### config.mk
export PLATFORM = sky130hd
export DESIGN_NAME = two_pass_rms_current_meter
export DESIGN_NICKNAME = d
export VERILOG_FILES = /design/src/rtl/trcm_pkg.sv /design/src/rtl/trcm_front.sv /design/src/rtl/trcm_fifo.sv /design/src/rtl/trcm_div.sv /design/src/rtl/trcm_back.sv /design/src/rtl/two_pass_rms_current_meter.sv
export VERILOG_INCLUDE_DIRS = /design/src /design/src/rtl
export SDC_FILE = /design/constraint.sdc
export NUM_CORES = 2
export LEC_CHECK = 0
export BUFFER_PORTS_ARGS = -buffer_cell sky130_fd_sc_hd__buf_2
export CAP_MARGIN = 20
export CORE_MARGIN = 4
export CORE_UTILIZATION = 35
export DETAILED_ROUTE_END_ITERATION = 7
export GPL_TIMING_DRIVEN = 0
export PLACE_DENSITY_LB_ADDON = 0.08
export SYNTH_ARGS = -nofsm -noshare
export SYNTH_HDL_FRONTEND = slang
export SYNTH_SLANG_ARGS = --single-unit
### constraint.sdc
create_clock -name clk_i -period 27.2 [get_ports clk_i]
set_input_delay 2.72 -clock clk_i [delete_from_list [all_inputs] [get_ports clk_i]]
set_output_delay 2.72 -clock clk_i [all_outputs]
set_load 0.05 [all_outputs]
### src/rtl/two_pass_rms_current_meter_assert.svh
// Assertion macros for the two-pass RMS current meter.
`ifndef TWO_PASS_RMS_CURRENT_METER_ASSERT_SVH
`define TWO_PASS_RMS_CURRENT_METER_ASSERT_SVH
`ifndef SYNTHESIS
`define TRCM_ASSERT(label, clk, rst_n, prop, msg) \
  label: assert property (@(posedge clk) disable iff (!rst_n) (prop)) else $error(msg);
`define TRCM_ASSERT_NEVER(label, clk, rst_n, expr, msg) \
  label: assert property (@(posedge clk) disable iff (!rst_n) !(expr)) else $error(msg);
`else
`define TRCM_ASSERT(label, clk, rst_n, prop, msg)
`define TRCM_ASSERT_NEVER(label, clk, rst_n, expr, msg)
`endif
`endif

### src/rtl/trcm_pkg.sv
// Shared types and constants of the two-pass RMS current meter.
package trcm_pkg;

  localparam int OUT_W       = 20;
  localparam int SC_W        = 13;
  localparam int GAIN_W      = 16;
  localparam int NF_W        = 20;
  localparam int KIND_W      = 2;
  localparam int SCALE_SHIFT = 16;
  localparam int PROD_SHIFT  = 16;
  localparam int QUEUE_DEPTH = 4;

  localparam int APB_ADDR_W  = 4;
  localparam int APB_DATA_W  = 32;
  localparam int REG_IDX_W   = 2;

  localparam logic [REG_IDX_W-1:0] REG_SAMPLE_COUNT = 2'd0;
  localparam logic [REG_IDX_W-1:0] REG_GAIN         = 2'd1;
  localparam logic [REG_IDX_W-1:0] REG_NOISE_FLOOR  = 2'd2;

  localparam logic [SC_W-1:0]   SC_RESET   = 13'd1000;
  localparam logic [GAIN_W-1:0] GAIN_RESET = 16'd6188;
  localparam logic [NF_W-1:0]   NF_RESET   = 20'd100;

  typedef enum logic [KIND_W-1:0] {
    K_BIAS      = 2'd0,
    K_BIAS_LAST = 2'd1,
    K_SQ        = 2'd2,
    K_SQ_LAST   = 2'd3
  } kind_e;

  typedef enum logic [2:0] {
    BK_RUN,
    BK_BDIV,
    BK_SDIV,
    BK_SQRT,
    BK_MUL,
    BK_OUT
  } back_state_e;

  typedef struct packed {
    logic busy;
    logic done;
  } div_stat_t;

endpackage

### src/rtl/trcm_front.sv
// Front end: tracks pass and sample position, tags each sample for the back end.
module trcm_front #(
  parameter int SAMPLE_BITS = 12,
  parameter int MAX_SAMPLES = 4096
) (
  input  logic                   clk_i,
  input  logic                   rst_ni,
  input  logic                   push_i,
  input  logic [SAMPLE_BITS-1:0] sample_i,
  input  logic [trcm_pkg::SC_W-1:0] sample_count_i,
  input  logic                   fifo_full_i,
  output logic                   fifo_push_o,
  output logic [trcm_pkg::KIND_W+$clog2(MAX_SAMPLES+1)+SAMPLE_BITS-1:0] fifo_data_o
);
  import trcm_pkg::*;

  localparam int NW = $clog2(MAX_SAMPLES + 1);

  logic          phase_q, phase_d;
  logic [NW-1:0] cnt_q, cnt_d;
  logic [NW-1:0] n_eff;
  logic [NW-1:0] cnt_next;
  logic          last;
  kind_e         kind;

  always_comb begin
    if (sample_count_i == '0) begin
      n_eff = NW'(1);
    end else if (32'(sample_count_i) > 32'(MAX_SAMPLES)) begin
      n_eff = NW'(MAX_SAMPLES);
    end else begin
      n_eff = NW'(sample_count_i);
    end
  end

  assign cnt_next    = cnt_q + NW'(1);
  assign last        = (cnt_next >= n_eff);
  assign fifo_push_o = push_i && !fifo_full_i;

  always_comb begin
    if (phase_q) begin
      kind = last ? K_SQ_LAST : K_SQ;
    end else begin
      kind = last ? K_BIAS_LAST : K_BIAS;
    end
  end

  assign fifo_data_o = {kind, n_eff, sample_i};

  always_comb begin
    phase_d = phase_q;
    cnt_d   = cnt_q;
    if (fifo_push_o) begin
      if (last) begin
        cnt_d   = '0;
        phase_d = !phase_q;
      end else begin
        cnt_d = cnt_next;
      end
    end
  end

  always_ff @(posedge clk_i or negedge rst_ni) begin
    if (!rst_ni) begin
      phase_q <= 1'b0;
      cnt_q   <= '0;
    end else begin
      phase_q <= phase_d;
      cnt_q   <= cnt_d;
    end
  end

endmodule

### src/rtl/trcm_fifo.sv
// Short register queue between front end and back end.
module trcm_fifo #(
  parameter int WIDTH = 8,
  parameter int DEPTH = 4
) (
  input  logic             clk_i,
  input  logic             rst_ni,
  input  logic             push_i,
  input  logic [WIDTH-1:0] wdata_i,
  input  logic             pop_i,
  output logic [WIDTH-1:0] rdata_o,
  output logic             full_o,
  output logic             empty_o
);

  localparam int PW = (DEPTH > 1) ? $clog2(DEPTH) : 1;
  localparam int CW = $clog2(DEPTH + 1);

  logic [WIDTH-1:0] mem_q [DEPTH];
  logic [PW-1:0]    wptr_q, wptr_d, rptr_q, rptr_d;
  logic [CW-1:0]    cnt_q, cnt_d;
  logic             wr, rd;

  assign full_o  = (cnt_q == CW'(DEPTH));
  assign empty_o = (cnt_q == '0);
  assign wr      = push_i && !full_o;
  assign rd      = pop_i && !empty_o;
  assign rdata_o = mem_q[rptr_q];

  always_comb begin
    wptr_d = wptr_q;
    rptr_d = rptr_q;
    cnt_d  = cnt_q;
    if (wr) begin
      wptr_d = (wptr_q == PW'(DEPTH - 1)) ? '0 : wptr_q + PW'(1);
    end
    if (rd) begin
      rptr_d = (rptr_q == PW'(DEPTH - 1)) ? '0 : rptr_q + PW'(1);
    end
    if (wr && !rd) begin
      cnt_d = cnt_q + CW'(1);
    end else if (rd && !wr) begin
      cnt_d = cnt_q - CW'(1);
    end
  end

  always_ff @(posedge clk_i or negedge rst_ni) begin
    if (!rst_ni) begin
      wptr_q <= '0;
      rptr_q <= '0;
      cnt_q  <= '0;
    end else begin
      wptr_q <= wptr_d;
      rptr_q <= rptr_d;
      cnt_q  <= cnt_d;
    end
  end

  always_ff @(posedge clk_i) begin
    if (wr) begin
      mem_q[wptr_q] <= wdata_i;
    end
  end

endmodule

### src/rtl/trcm_div.sv
// Restoring divider, one quotient bit per cycle.
module trcm_div #(
  parameter int DIVIDEND_W = 53,
  parameter int DIVISOR_W  = 13
) (
  input  logic                  clk_i,
  input  logic                  rst_ni,
  input  logic                  start_i,
  input  logic [DIVIDEND_W-1:0] dividend_i,
  input  logic [DIVISOR_W-1:0]  divisor_i,
  output trcm_pkg::div_stat_t   stat_o,
  output logic [DIVIDEND_W-1:0] quotient_o
);
  import trcm_pkg::*;

  localparam int CNTW = $clog2(DIVIDEND_W + 1);

  logic                  busy_q, busy_d, done_q, done_d;
  logic [CNTW-1:0]       cnt_q, cnt_d;
  logic [DIVISOR_W-1:0]  rem_q, rem_d, dvs_q, dvs_d;
  logic [DIVIDEND_W-1:0] quo_q, quo_d;
  logic [DIVISOR_W:0]    rem_sh, rem_sub;
  logic                  ge;

  assign rem_sh  = {rem_q, quo_q[DIVIDEND_W-1]};
  assign ge      = (rem_sh >= {1'b0, dvs_q});
  assign rem_sub = rem_sh - {1'b0, dvs_q};

  always_comb begin
    busy_d = busy_q;
    done_d = 1'b0;
    cnt_d  = cnt_q;
    rem_d  = rem_q;
    dvs_d  = dvs_q;
    quo_d  = quo_q;
    if (start_i) begin
      busy_d = 1'b1;
      cnt_d  = CNTW'(DIVIDEND_W);
      rem_d  = '0;
      dvs_d  = divisor_i;
      quo_d  = dividend_i;
    end else if (busy_q) begin
      rem_d = ge ? rem_sub[DIVISOR_W-1:0] : rem_sh[DIVISOR_W-1:0];
      quo_d = {quo_q[DIVIDEND_W-2:0], ge};
      cnt_d = cnt_q - CNTW'(1);
      if (cnt_q == CNTW'(1)) begin
        busy_d = 1'b0;
        done_d = 1'b1;
      end
    end
  end

  always_ff @(posedge clk_i or negedge rst_ni) begin
    if (!rst_ni) begin
      busy_q <= 1'b0;
      done_q <= 1'b0;
      cnt_q  <= '0;
    end else begin
      busy_q <= busy_d;
      done_q <= done_d;
      cnt_q  <= cnt_d;
    end
  end

  always_ff @(posedge clk_i) begin
    rem_q <= rem_d;
    dvs_q <= dvs_d;
    quo_q <= quo_d;
  end

  assign stat_o.busy = busy_q;
  assign stat_o.done = done_q;
  assign quotient_o  = quo_q;

endmodule

### src/rtl/trcm_back.sv
// Back end: bias and square accumulation, root, scaling and result register.
module trcm_back #(
  parameter int SAMPLE_BITS = 12,
  parameter int MAX_SAMPLES = 4096
) (
  input  logic                         clk_i,
  input  logic                         rst_ni,
  input  logic                         fifo_empty_i,
  input  logic [trcm_pkg::KIND_W+$clog2(MAX_SAMPLES+1)+SAMPLE_BITS-1:0] fifo_data_i,
  output logic                         fifo_pop_o,
  output logic                         div_start_o,
  output logic [2*SAMPLE_BITS+$clog2(MAX_SAMPLES+1)+trcm_pkg::SCALE_SHIFT-1:0] div_dividend_o,
  output logic [$clog2(MAX_SAMPLES+1)-1:0] div_divisor_o,
  input  trcm_pkg::div_stat_t          div_stat_i,
  input  logic [2*SAMPLE_BITS+$clog2(MAX_SAMPLES+1)+trcm_pkg::SCALE_SHIFT-1:0] div_quo_i,
  input  logic [trcm_pkg::GAIN_W-1:0]  gain_i,
  input  logic [trcm_pkg::NF_W-1:0]    noise_floor_i,
  input  logic                         pop_i,
  output logic                         empty_o,
  output logic [trcm_pkg::OUT_W-1:0]   current_ma_o,
  output logic [SAMPLE_BITS-1:0]       bias_level_o,
  output logic [trcm_pkg::OUT_W-1:0]   rms_counts_o
);
  import trcm_pkg::*;
  `include "two_pass_rms_current_meter_assert.svh"

  localparam int SB   = SAMPLE_BITS;
  localparam int NW   = $clog2(MAX_SAMPLES + 1);
  localparam int EW   = KIND_W + NW + SB;
  localparam int BSW  = SB + NW;
  localparam int SSW  = 2 * SB + NW;
  localparam int DW   = SSW + SCALE_SHIFT;
  localparam int RW   = (DW + 1) / 2;
  localparam int RCW  = $clog2(RW + 1);
  localparam int PW   = RW + GAIN_W;
  localparam int CMPW = (RW > OUT_W) ? RW : OUT_W;

  back_state_e state_q, state_d;

  kind_e         kind;
  logic [SB-1:0] smp;
  logic [NW-1:0] n_ent;

  logic [BSW-1:0]  bias_sum_q, bias_sum_d, b_acc;
  logic [SSW-1:0]  sq_sum_q, sq_sum_d, sq_acc;
  logic [SB-1:0]   bias_q, bias_d, dev;
  logic [2*SB-1:0] dev_sq;

  logic [2*RW-1:0] rad_q, rad_d;
  logic [RW+1:0]   rem_q, rem_d, rem_sh, trial, rem_sub;
  logic [RW-1:0]   root_q, root_d;
  logic [RCW-1:0]  sqrt_cnt_q, sqrt_cnt_d;
  logic [PW-1:0]   prod_q, prod_d;

  logic            out_valid_q, out_valid_d;
  logic [OUT_W-1:0] cur_q, cur_d, rms_q, rms_d;
  logic [SB-1:0]   bias_out_q, bias_out_d;
  logic [CMPW-1:0] cur_ext, nf_ext, root_ext;

  logic fifo_pop, div_start, sqrt_load, sqrt_step, mul_en, out_load, out_take;

  assign kind  = kind_e'(fifo_data_i[EW-1 -: KIND_W]);
  assign n_ent = fifo_data_i[SB +: NW];
  assign smp   = fifo_data_i[SB-1:0];

  // next state
  always_comb begin
    state_d = state_q;
    case (state_q)
      BK_RUN: begin
        if (!fifo_empty_i && kind == K_BIAS_LAST) begin
          state_d = BK_BDIV;
        end else if (!fifo_empty_i && kind == K_SQ_LAST) begin
          state_d = BK_SDIV;
        end
      end
      BK_BDIV: begin
        if (div_stat_i.done) state_d = BK_RUN;
      end
      BK_SDIV: begin
        if (div_stat_i.done) state_d = BK_SQRT;
      end
      BK_SQRT: begin
        if (sqrt_cnt_q == RCW'(1)) state_d = BK_MUL;
      end
      BK_MUL: state_d = BK_OUT;
      BK_OUT: begin
        if (!out_valid_q || pop_i) state_d = BK_RUN;
      end
      default: state_d = BK_RUN;
    endcase
  end

  // state outputs
  always_comb begin
    fifo_pop  = 1'b0;
    div_start = 1'b0;
    sqrt_load = 1'b0;
    sqrt_step = 1'b0;
    mul_en    = 1'b0;
    out_load  = 1'b0;
    case (state_q)
      BK_RUN: begin
        fifo_pop  = !fifo_empty_i;
        div_start = !fifo_empty_i && (kind == K_BIAS_LAST || kind == K_SQ_LAST);
      end
      BK_BDIV: ;
      BK_SDIV: sqrt_load = div_stat_i.done;
      BK_SQRT: sqrt_step = 1'b1;
      BK_MUL:  mul_en = 1'b1;
      BK_OUT:  out_load = !out_valid_q || pop_i;
      default: ;
    endcase
  end

  assign dev    = (smp >= bias_q) ? (smp - bias_q) : (bias_q - smp);
  assign dev_sq = (2*SB)'(dev) * (2*SB)'(dev);
  assign b_acc  = bias_sum_q + BSW'(smp);
  assign sq_acc = sq_sum_q + SSW'(dev_sq);

  assign div_dividend_o = (kind == K_SQ_LAST) ? {sq_acc, {SCALE_SHIFT{1'b0}}} : DW'(b_acc);
  assign div_divisor_o  = n_ent;
  assign div_start_o    = div_start;
  assign fifo_pop_o     = fifo_pop;

  assign rem_sh  = {rem_q[RW-1:0], rad_q[2*RW-1 -: 2]};
  assign trial   = {root_q, 2'b01};
  assign rem_sub = rem_sh - trial;

  assign cur_ext  = CMPW'(prod_q[PROD_SHIFT +: RW]);
  assign nf_ext   = CMPW'(noise_floor_i);
  assign root_ext = CMPW'(root_q);
  assign out_take = pop_i && out_valid_q;

  always_comb begin
    bias_sum_d  = bias_sum_q;
    sq_sum_d    = sq_sum_q;
    bias_d      = bias_q;
    rad_d       = rad_q;
    rem_d       = rem_q;
    root_d      = root_q;
    sqrt_cnt_d  = sqrt_cnt_q;
    prod_d      = prod_q;
    out_valid_d = out_valid_q;
    cur_d       = cur_q;
    rms_d       = rms_q;
    bias_out_d  = bias_out_q;

    if (fifo_pop) begin
      case (kind)
        K_BIAS:      bias_sum_d = b_acc;
        K_BIAS_LAST: bias_sum_d = '0;
        K_SQ:        sq_sum_d   = sq_acc;
        K_SQ_LAST:   sq_sum_d   = '0;
        default:     ;
      endcase
    end
    if (state_q == BK_BDIV && div_stat_i.done) begin
      bias_d = div_quo_i[SB-1:0];
    end
    if (sqrt_load) begin
      rad_d      = (2*RW)'(div_quo_i);
      rem_d      = '0;
      root_d     = '0;
      sqrt_cnt_d = RCW'(RW);
    end else if (sqrt_step) begin
      rad_d      = {rad_q[2*RW-3:0], 2'b00};
      sqrt_cnt_d = sqrt_cnt_q - RCW'(1);
      if (rem_sh >= trial) begin
        rem_d  = rem_sub;
        root_d = {root_q[RW-2:0], 1'b1};
      end else begin
        rem_d  = rem_sh;
        root_d = {root_q[RW-2:0], 1'b0};
      end
    end
    if (mul_en) begin
      prod_d = PW'(root_q) * PW'(gain_i);
    end

    if (out_take) out_valid_d = 1'b0;
    if (out_load) begin
      out_valid_d = 1'b1;
      cur_d       = (cur_ext < nf_ext) ? '0 : cur_ext[OUT_W-1:0];
      rms_d       = root_ext[OUT_W-1:0];
      bias_out_d  = bias_q;
    end
  end

  always_ff @(posedge clk_i or negedge rst_ni) begin
    if (!rst_ni) begin
      state_q     <= BK_RUN;
      bias_sum_q  <= '0;
      sq_sum_q    <= '0;
      bias_q      <= '0;
      sqrt_cnt_q  <= '0;
      out_valid_q <= 1'b0;
    end else begin
      state_q     <= state_d;
      bias_sum_q  <= bias_sum_d;
      sq_sum_q    <= sq_sum_d;
      bias_q      <= bias_d;
      sqrt_cnt_q  <= sqrt_cnt_d;
      out_valid_q <= out_valid_d;
    end
  end

  always_ff @(posedge clk_i) begin
    rad_q      <= rad_d;
    rem_q      <= rem_d;
    root_q     <= root_d;
    prod_q     <= prod_d;
    cur_q      <= cur_d;
    rms_q      <= rms_d;
    bias_out_q <= bias_out_d;
  end

  assign empty_o      = !out_valid_q;
  assign current_ma_o = cur_q;
  assign rms_counts_o = rms_q;
  assign bias_level_o = bias_out_q;

  `TRCM_ASSERT(a_div_start_idle, clk_i, rst_ni, div_start |-> !div_stat_i.busy, "divider restarted while busy")
  `TRCM_ASSERT(a_div_done_state, clk_i, rst_ni, div_stat_i.done |-> (state_q == BK_BDIV || state_q == BK_SDIV), "divider finished outside a divide state")
  `TRCM_ASSERT(a_sqrt_cnt_live, clk_i, rst_ni, (state_q == BK_SQRT) |-> (sqrt_cnt_q != '0), "root step count ran out early")
  `TRCM_ASSERT(a_result_hold, clk_i, rst_ni, (out_valid_q && !pop_i) |=> (out_valid_q && $stable(cur_q) && $stable(rms_q)), "waiting result overwritten")

endmodule

### src/rtl/two_pass_rms_current_meter.sv
// Two-pass RMS current meter: APB registers, front end, queue, divider, back end.
// Samples are taken one per cycle while the back end accumulates; the queue holds four more.
// After the bias pass the back end stops while the divider works on the 53-bit dividend.
// After the square pass it divides, takes 27 root steps, multiplies by the gain and loads
// the result register; that load waits while an earlier result is unread.
// Reset clears pass state, sums, queue and result; registers return to 1000, 6188, 100.
module two_pass_rms_current_meter #(
  parameter int SAMPLE_BITS = 12,
  parameter int MAX_SAMPLES = 4096
) (
  input  logic                              clk_i,
  input  logic                              rst_ni,
  input  logic                              push,
  output logic                              full,
  input  logic [SAMPLE_BITS-1:0]            sample_i,
  output logic                              empty,
  input  logic                              pop,
  output logic [trcm_pkg::OUT_W-1:0]        current_ma_o,
  output logic [SAMPLE_BITS-1:0]            bias_level_o,
  output logic [trcm_pkg::OUT_W-1:0]        rms_counts_o,
  input  logic                              psel,
  input  logic                              penable,
  input  logic                              pwrite,
  input  logic [trcm_pkg::APB_ADDR_W-1:0]   paddr,
  input  logic [trcm_pkg::APB_DATA_W-1:0]   pwdata,
  output logic [trcm_pkg::APB_DATA_W-1:0]   prdata,
  output logic                              pready
);
  import trcm_pkg::*;

  localparam int NW = $clog2(MAX_SAMPLES + 1);
  localparam int EW = KIND_W + NW + SAMPLE_BITS;
  localparam int DW = 2 * SAMPLE_BITS + NW + SCALE_SHIFT;

  logic [SC_W-1:0]   sc_q, sc_d;
  logic [GAIN_W-1:0] gain_q, gain_d;
  logic [NF_W-1:0]   nf_q, nf_d;
  logic [REG_IDX_W-1:0] reg_idx;
  logic              cfg_wr;

  logic          f_push, f_pop, f_full, f_empty;
  logic [EW-1:0] f_wdata, f_rdata;
  logic          div_start;
  logic [DW-1:0] div_dividend, div_quo;
  logic [NW-1:0] div_divisor;
  div_stat_t     div_stat;

  assign pready  = 1'b1;
  assign reg_idx = paddr[APB_ADDR_W-1:2];
  assign cfg_wr  = psel && penable && pwrite && pready;

  always_comb begin
    sc_d   = sc_q;
    gain_d = gain_q;
    nf_d   = nf_q;
    if (cfg_wr) begin
      case (reg_idx)
        REG_SAMPLE_COUNT: sc_d   = pwdata[SC_W-1:0];
        REG_GAIN:         gain_d = pwdata[GAIN_W-1:0];
        REG_NOISE_FLOOR:  nf_d   = pwdata[NF_W-1:0];
        default:          ;
      endcase
    end
  end

  always_comb begin
    case (reg_idx)
      REG_SAMPLE_COUNT: prdata = APB_DATA_W'(sc_q);
      REG_GAIN:         prdata = APB_DATA_W'(gain_q);
      REG_NOISE_FLOOR:  prdata = APB_DATA_W'(nf_q);
      default:          prdata = '0;
    endcase
  end

  always_ff @(posedge clk_i or negedge rst_ni) begin
    if (!rst_ni) begin
      sc_q   <= SC_RESET;
      gain_q <= GAIN_RESET;
      nf_q   <= NF_RESET;
    end else begin
      sc_q   <= sc_d;
      gain_q <= gain_d;
      nf_q   <= nf_d;
    end
  end

  assign full = f_full;

  trcm_front #(
    .SAMPLE_BITS(SAMPLE_BITS),
    .MAX_SAMPLES(MAX_SAMPLES)
  ) u_front (
    .clk_i          (clk_i),
    .rst_ni         (rst_ni),
    .push_i         (push),
    .sample_i       (sample_i),
    .sample_count_i (sc_q),
    .fifo_full_i    (f_full),
    .fifo_push_o    (f_push),
    .fifo_data_o    (f_wdata)
  );

  trcm_fifo #(
    .WIDTH(EW),
    .DEPTH(QUEUE_DEPTH)
  ) u_fifo (
    .clk_i   (clk_i),
    .rst_ni  (rst_ni),
    .push_i  (f_push),
    .wdata_i (f_wdata),
    .pop_i   (f_pop),
    .rdata_o (f_rdata),
    .full_o  (f_full),
    .empty_o (f_empty)
  );

  trcm_div #(
    .DIVIDEND_W(DW),
    .DIVISOR_W (NW)
  ) u_div (
    .clk_i      (clk_i),
    .rst_ni     (rst_ni),
    .start_i    (div_start),
    .dividend_i (div_dividend),
    .divisor_i  (div_divisor),
    .stat_o     (div_stat),
    .quotient_o (div_quo)
  );

  trcm_back #(
    .SAMPLE_BITS(SAMPLE_BITS),
    .MAX_SAMPLES(MAX_SAMPLES)
  ) u_back (
    .clk_i          (clk_i),
    .rst_ni         (rst_ni),
    .fifo_empty_i   (f_empty),
    .fifo_data_i    (f_rdata),
    .fifo_pop_o     (f_pop),
    .div_start_o    (div_start),
    .div_dividend_o (div_dividend),
    .div_divisor_o  (div_divisor),
    .div_stat_i     (div_stat),
    .div_quo_i      (div_quo),
    .gain_i         (gain_q),
    .noise_floor_i  (nf_q),
    .pop_i          (pop),
    .empty_o        (empty),
    .current_ma_o   (current_ma_o),
    .bias_level_o   (bias_level_o),
    .rms_counts_o   (rms_counts_o)
  );

endmodule

Yosys cells after proc, flatten, opt, wreduce, memory -nomap -nowiden
Memories as Yosys holds them, arrays and structs flattened.
Index checks and enable logic that the tools add are counted.
- register bits: 443
- bits in latches: 0
- RAM bits: 108
- bits in read-only memories: 0
- input bits: 55
- output and inout port bits: 87
- logic and storage cells: 157
- memories kept: 1
- memories (name ; depth ; width ; read ports ; clocked after Yosys merged registers in ; write ports ; RTL line ; text):
    u_fifo.mem_q ; 4 ; 27 ; 1 ; 0 ; 1 ; trcm_fifo.sv:19 ; logic [WIDTH-1:0] mem_q [DEPTH];
- add/sub/neg operators: 13
- multiply operators: 2
- div/mod/pow operators: 0
- $lt $le $gt $ge: 6
- eq/ne operators: 20
- shift operators: 0
- mux-type cells: 49
- bitwise gates (word level): 0
- reduce and logical (&&, ||, !) cells: 38
- operator list (cell ; count):
    $mux W53 ; 5
    $pmux W37 S2 ; 1
    $pmux W20 S3 ; 1
    $mux W13 ; 4
    $pmux W25 S2 ; 1
    $mul A27 B16 Y43 ; 1
    $add A37 B24 Y37 ; 1
    $ge A29 B29 Y1 ; 1
    $lt A27 B20 Y1 ; 1
    $mux W27 ; 1
    $sub A27 B27 Y27 ; 1
    $add A25 B12 Y25 ; 1
    $mul A12 B12 Y24 ; 1
    $mux W3 ; 8
    $sub A12 B12 Y12 ; 2
    $mux W1 ; 19
    $pmux W3 S6 ; 1
    $ge A14 B13 Y1 ; 1
    $add A13 B1 Y13 const B ; 1
    $ge A13 B13 Y1 ; 1
    $gt A13 B13 Y1 const B ; 1
    $logic_not A13 Y1 ; 1
    $sub A13 B13 Y13 ; 1
    $ge A12 B12 Y1 ; 1
    27 further kinds ; 71

Longest topological paths before layout
- word-level depth: 8
- gate-level depth with buffers: 41

By module
From an unflattened synthesis, not the netlist that was laid out.
- cells, all modules: 4466
- area total of the unflattened synthesis: 44756.7 um^2
- modules (own cells, without submodules) (module ; times used ; cells an instance ; area an instance (um^2)):
    trcm_back ; 1 ; 3613 ; 32358.5
    trcm_div ; 1 ; 338 ; 4355.4
    trcm_fifo ; 1 ; 178 ; 4336.7
    two_pass_rms_current_meter ; 1 ; 175 ; 2351.0
    trcm_front ; 1 ; 162 ; 1355.0

Least setup slack after synthesis
Ideal clock, no wire load.
- kind: register -> register
- start point: register u_fifo.rptr_q[0]
- end point: register u_div.quo_q[46] (netlist: u_div.quotient_o[46]) (data pin)
- setup time: 0.267 ns
- data arrival time: 9.519 ns
- required time: 26.933 ns
- slack: 17.414 ns
- cell stages (with the launch flop): 38
- path buffers: 8
- clock period less this slack: 9.786 ns
- cells stage by stage: dfrtp_1 clkbuf_1 buf_1 buf_1 mux4_2 ha_1 clkbuf_1 nor2_1 nor4_1 or4_1 a21o_1 buf_6 buf_6 a311oi_1 a31oi_1 xnor2_1 buf_2 or2_2 [... 2 more ...] inv_1 fa_1 fa_1 inv_1 fa_1 inv_1 ha_1 a21o_1 a21o_1 a211o_1 o2111ai_1 a31oi_1 a31oi_1 or2_2 buf_2 nor2_1 xnor2_1 o21ai_0
- longest elaborated chain between the ends: 7
- elaborated cells on any way between the ends: 14
- classes of those cells: 3 x add/sub; 1 x mul; 1 x order compare; 2 x eq/ne; 4 x mux; 2 x reduce/logical; 1 x memory
- RTL lines (what ; RTL line ; text):
    start: declaration ; trcm_fifo.sv:20 ; logic [PW-1:0] wptr_q, wptr_d, rptr_q, rptr_d;
    start signal: assignment ; trcm_fifo.sv:54 ; rptr_q <= rptr_d;
    $mem_v2 Z4 W27 * ; -- ;
    $sub A12 B12 Y12 / $ge A12 B12 Y1 (equally long branches) ; trcm_back.sv:116 ; assign dev = (smp >= bias_q) ? (smp - bias_q) : (bias_q - smp);
    $mux W12 ; trcm_back.sv:116 ;
    $mul A12 B12 Y24 ; trcm_back.sv:117 ; assign dev_sq = (2*SB)'(dev) * (2*SB)'(dev);
    $add A37 B24 Y37 ; trcm_back.sv:119 ; assign sq_acc = sq_sum_q + SSW'(dev_sq);
    $mux W53 ; trcm_back.sv:121 ; assign div_dividend_o = (kind == K_SQ_LAST) ? {sq_acc, {SCALE_SHIFT{1'b0}}} : DW'(b_acc);
    $mux W53 * ; trcm_div.sv:36 ; if (start_i) begin
    net u_div.quo_d[46] ; trcm_div.sv:21 ; logic [DIVIDEND_W-1:0] quo_q, quo_d;
    end signal: assignment ; trcm_div.sv:68 ; quo_q <= quo_d;
    end: declaration ; trcm_div.sv:21 ;
Mark *: on every way through the listed nets, which the timed path passes. The rest lies on a longest branch.
A chain may end at the register's enable or synchronous reset.

Worst setup path in the final report
- start point: register u_fifo.rptr_q[0]
- end point: register u_div.quo_q[45] (netlist: u_div.quotient_o[45]) (data pin)
Same word-level chain as after synthesis.

==> run_results.csv <==
group,metric,value,unit
status,status,"finished, final reports clean",
setup_path,crit_type,"reg2reg",
yosys,synth-seq-cells,535,
final_layout,n_fill_cell,12200,
setup_path,cp_data_arrival_time,11780,ps
setup_path,cp-start-kind,"flop",
setup_path,required,27560,ps
clock_tree,htreeDepth,3,
detailed_routing,post_drt_wl_per_cell,19.9,um
clock_tree,clk_path_buf_depth,3,
detailed_routing,post-route-drc-count,0,
clock_tree,cts_resized,0,
yosys,synth-main-ff-cell,"edfxtp_1",
clock_tree,root_buffer,"clkbuf_16",
sta,finalCritPeriodShare,0.420,
clock_tree,tritoncts,"done",
die,start_util,0.354,
yosys,synth_cells,4296,
setup_path,crit_top_cell,"fa_1",
yosys,syn_area_per_cell,10.1,um^2
setup_path,rr_endpoint,"u_div.quotient_o[45]$_DFFE_PP_",
clock_tree,clk_pin_slew_worst_paths,60,ps
yosys,synth_cell_types,85,
setup_path,endpoint_kind,"flop",
final_layout,areaGrowthSynthToFinish,11.6,%
grt,overflow,0,
sta,finalHoldViolCount,0,
clock_tree,cts_buffers,68,
setup_path,rr_worst_depth,36,
setup_path,cp-startpoint,"u_fifo.rptr_q[0]$_DFFE_PN0P_",
detailed_routing,drtIter0Drc,1746,
die,core-area,122000,um^2
setup_path,ff2ff_setup_slack,15780,ps
final_layout,fin_nets,5302,
grt,grt_use_total,0.192,
setup_path,cp_slowest_stage_delay,650,ps
grt,antenna_found_initial,5,
min_path,hold_path.class,"reg2reg",
detailed_routing,drt_first_pass_iters,6,
clock_tree,clock-sinks,535,
placement,gp_congestion,0.837,
die,io_pins,142,
die,num_rows,128,
placement,port_buffers,112,
sta,fin_crit,11420,ps
yosys,netlist_area,43200,um^2
detailed_routing,antenna_left,0,
die,fp.dieH,360,um
sta,fin_tns_setup,0,ps
yosys,yosys_warnings,0,
yosys,ys_seq_area_frac,0.338,
setup_path,cp_slowest_cell,"buf_1",
detailed_routing,vias,30100,
clock_tree,ctsHoldBuffers,0,
setup_path,endpoint,"u_div.quotient_o[45]$_DFFE_PP_",
grt,grt_pass1_vias,31500,
setup_path,worstReg2RegStart,"u_fifo.rptr_q[0]$_DFFE_PN0P_",
sta,rsz0062_at_grt,"false",
setup_path,cp_max_fo,10,
detailed_routing,routed_wl,123000,um
sta,setup_ws,15780,ps
sta,slew_headroom,0.318,
die,chipWidth,360,um
sta,clock_skew,30.4,ps
die,die_area,129000,um^2
clock_tree,post_cts_buffers,0,
sta,slew_viol_final,0,
sta,worst_pin_slew,1020,ps
yosys,synth_edf_count,306,
clock_tree,clkLatencyLatePin,630,ps
sta,clock.fmax,87.6,MHz
yosys,async_flop_share,0.301,
flow_run,maxCapViolations,0,
sta,setup_viol,0,
placement,dp_worst_setup_slack,15270,ps
grt,grt_pass1_wl,194000,um
final_layout,drive_gt1_frac,0.0817,
grt,grt_start_max_net_pins,100,
placement,hpwl,95200,um
detailed_routing,avgViaCountPerCell,4.87,
[registers in the layout, indices dropped and copies added (netlist names), 25 cells and up]
register,count
u_back.sq_sum_q,37
u_back.rad_q,54
u_div.quotient_o,53
u_fifo.mem_q,108
u_back.bias_sum_q,25
u_back.prod_q,27
u_back.rem_q,27
u_back.root_ext,27
[cells in the mapped netlist, types with 41 or more instances]
cell type,number,area (um^2)
nand2_1,719,2700
inv_1,654,2450
fa_1,451,9030
edfxtp_1,306,9190
ha_1,299,3740
o21ai_0,194,971
and2_1,166,1040
clkbuf_1,163,612
dfrtp_1,147,3680
nor2_1,139,522
a21oi_1,133,666
xnor2_1,95,832
dfxtp_1,68,1360
a21o_1,65,488
xor2_1,53,464
mux2i_1,49,490
a22o_1,42,368
nand3_1,41,205
[through the flow]
step	cell area, um^2	util	hold WS (ps)	std cells
after floorplan	43300	-	406	4307
after global placement	45900	0.375	431	6044
after detailed placement	46100	0.377	426	6050
after CTS	48200	0.395	466	6174
after global routing	48300	0.395	474	6176
final	48300	0.395	458	6177
[logic make-up after synthesis]
logic type | count (synthesis) | synth area share
AOI/OAI and AO/OA | 628 | 0.0924
xor gates and xnor gates | 155 | 0.0329
adders and majority gates | 750 | 0.295
buffers and inverters | 869 | 0.0779
DFF | 535 | 0.338
muxes | 110 | 0.0341
other | 2 | 0.000174
and+or+nand+nor | 1247 | 0.130
[worst max-delay path, delay by kind of cell (launching register included)]
kind	cells	cell delay (ps)
adders and majority gates	7	3260
AOI/OAI and AO/OA	12	2950
buffers and inverters	10	2230
and+or+nand+nor	4	910
xor gates and xnor gates	2	790
muxes	1	630
DFF	1	350
[cells in the final DEF (no fill, tap or decap), types with 20 or more instances in the layout]
cell type,synthesis,routed
nand2_1,719,719
inv_1,654,654
fa_1,451,451
edfxtp_1,306,306
ha_1,299,299
o21ai_0,194,194
clkbuf_1,163,178
and2_1,166,162
dfrtp_1,147,147
nor2_1,139,138
a21oi_1,133,133
buf_2,8,121
xnor2_1,95,95
clkbuf_16,0,68
dfxtp_1,68,68
a21o_1,65,65
xor2_1,53,53
mux2i_1,49,49
a22o_1,42,42
nand3_1,41,41
mux2_2,34,34
nand2b_1,31,30
o22ai_1,28,28
nor3_1,26,26
and3_1,26,26
mux4_2,25,25
o31ai_1,24,24
o21a_1,21,21
nor2b_1,21,20
a211oi_1,20,20
[layer usage]
metal	wire length (um)	GRT usage	vias up
met5	0	0	-
met4	1830	0.0341	0
met3	4250	0.0229	111
met2	59100	0.322	522
met1	58000	0.271	15100
li1	-	-	14400
[final cells by class]
type	count	area, um^2	area share
Multi-Input combinational cell	2903	25400	0.525
Sequential cell	535	14600	0.302
Inverter	662	2480	0.0515
Tap cell	1625	2030	0.0421
Clock buffer	87	1810	0.0376
Buffer	207	886	0.0184
Timing Repair Buffer	120	726	0.0150
Clock inverter	37	360	0.00747
Antenna cell	1	2.50	0.0000519
[worst min path at each step]
stage                                     startpoint                           endpoint  depth (start not counted)
floorplan           u_back.root_ext[18]$_SDFFE_PP0P_  u_back.rms_counts_o[18]$_DFFE_PP_                          0
global placement    u_back.root_ext[18]$_SDFFE_PP0P_  u_back.rms_counts_o[18]$_DFFE_PP_                          0
detailed placement  u_back.root_ext[18]$_SDFFE_PP0P_  u_back.rms_counts_o[18]$_DFFE_PP_                          0
CTS                 u_back.root_ext[18]$_SDFFE_PP0P_  u_back.rms_counts_o[18]$_DFFE_PP_                          0
global route        u_back.root_ext[18]$_SDFFE_PP0P_  u_back.rms_counts_o[18]$_DFFE_PP_                          0
finish              u_back.root_ext[18]$_SDFFE_PP0P_  u_back.rms_counts_o[18]$_DFFE_PP_                          0
Power is not shown: default switching activity piles up to over one toggle a cycle in this logic, so the estimate is an artifact.
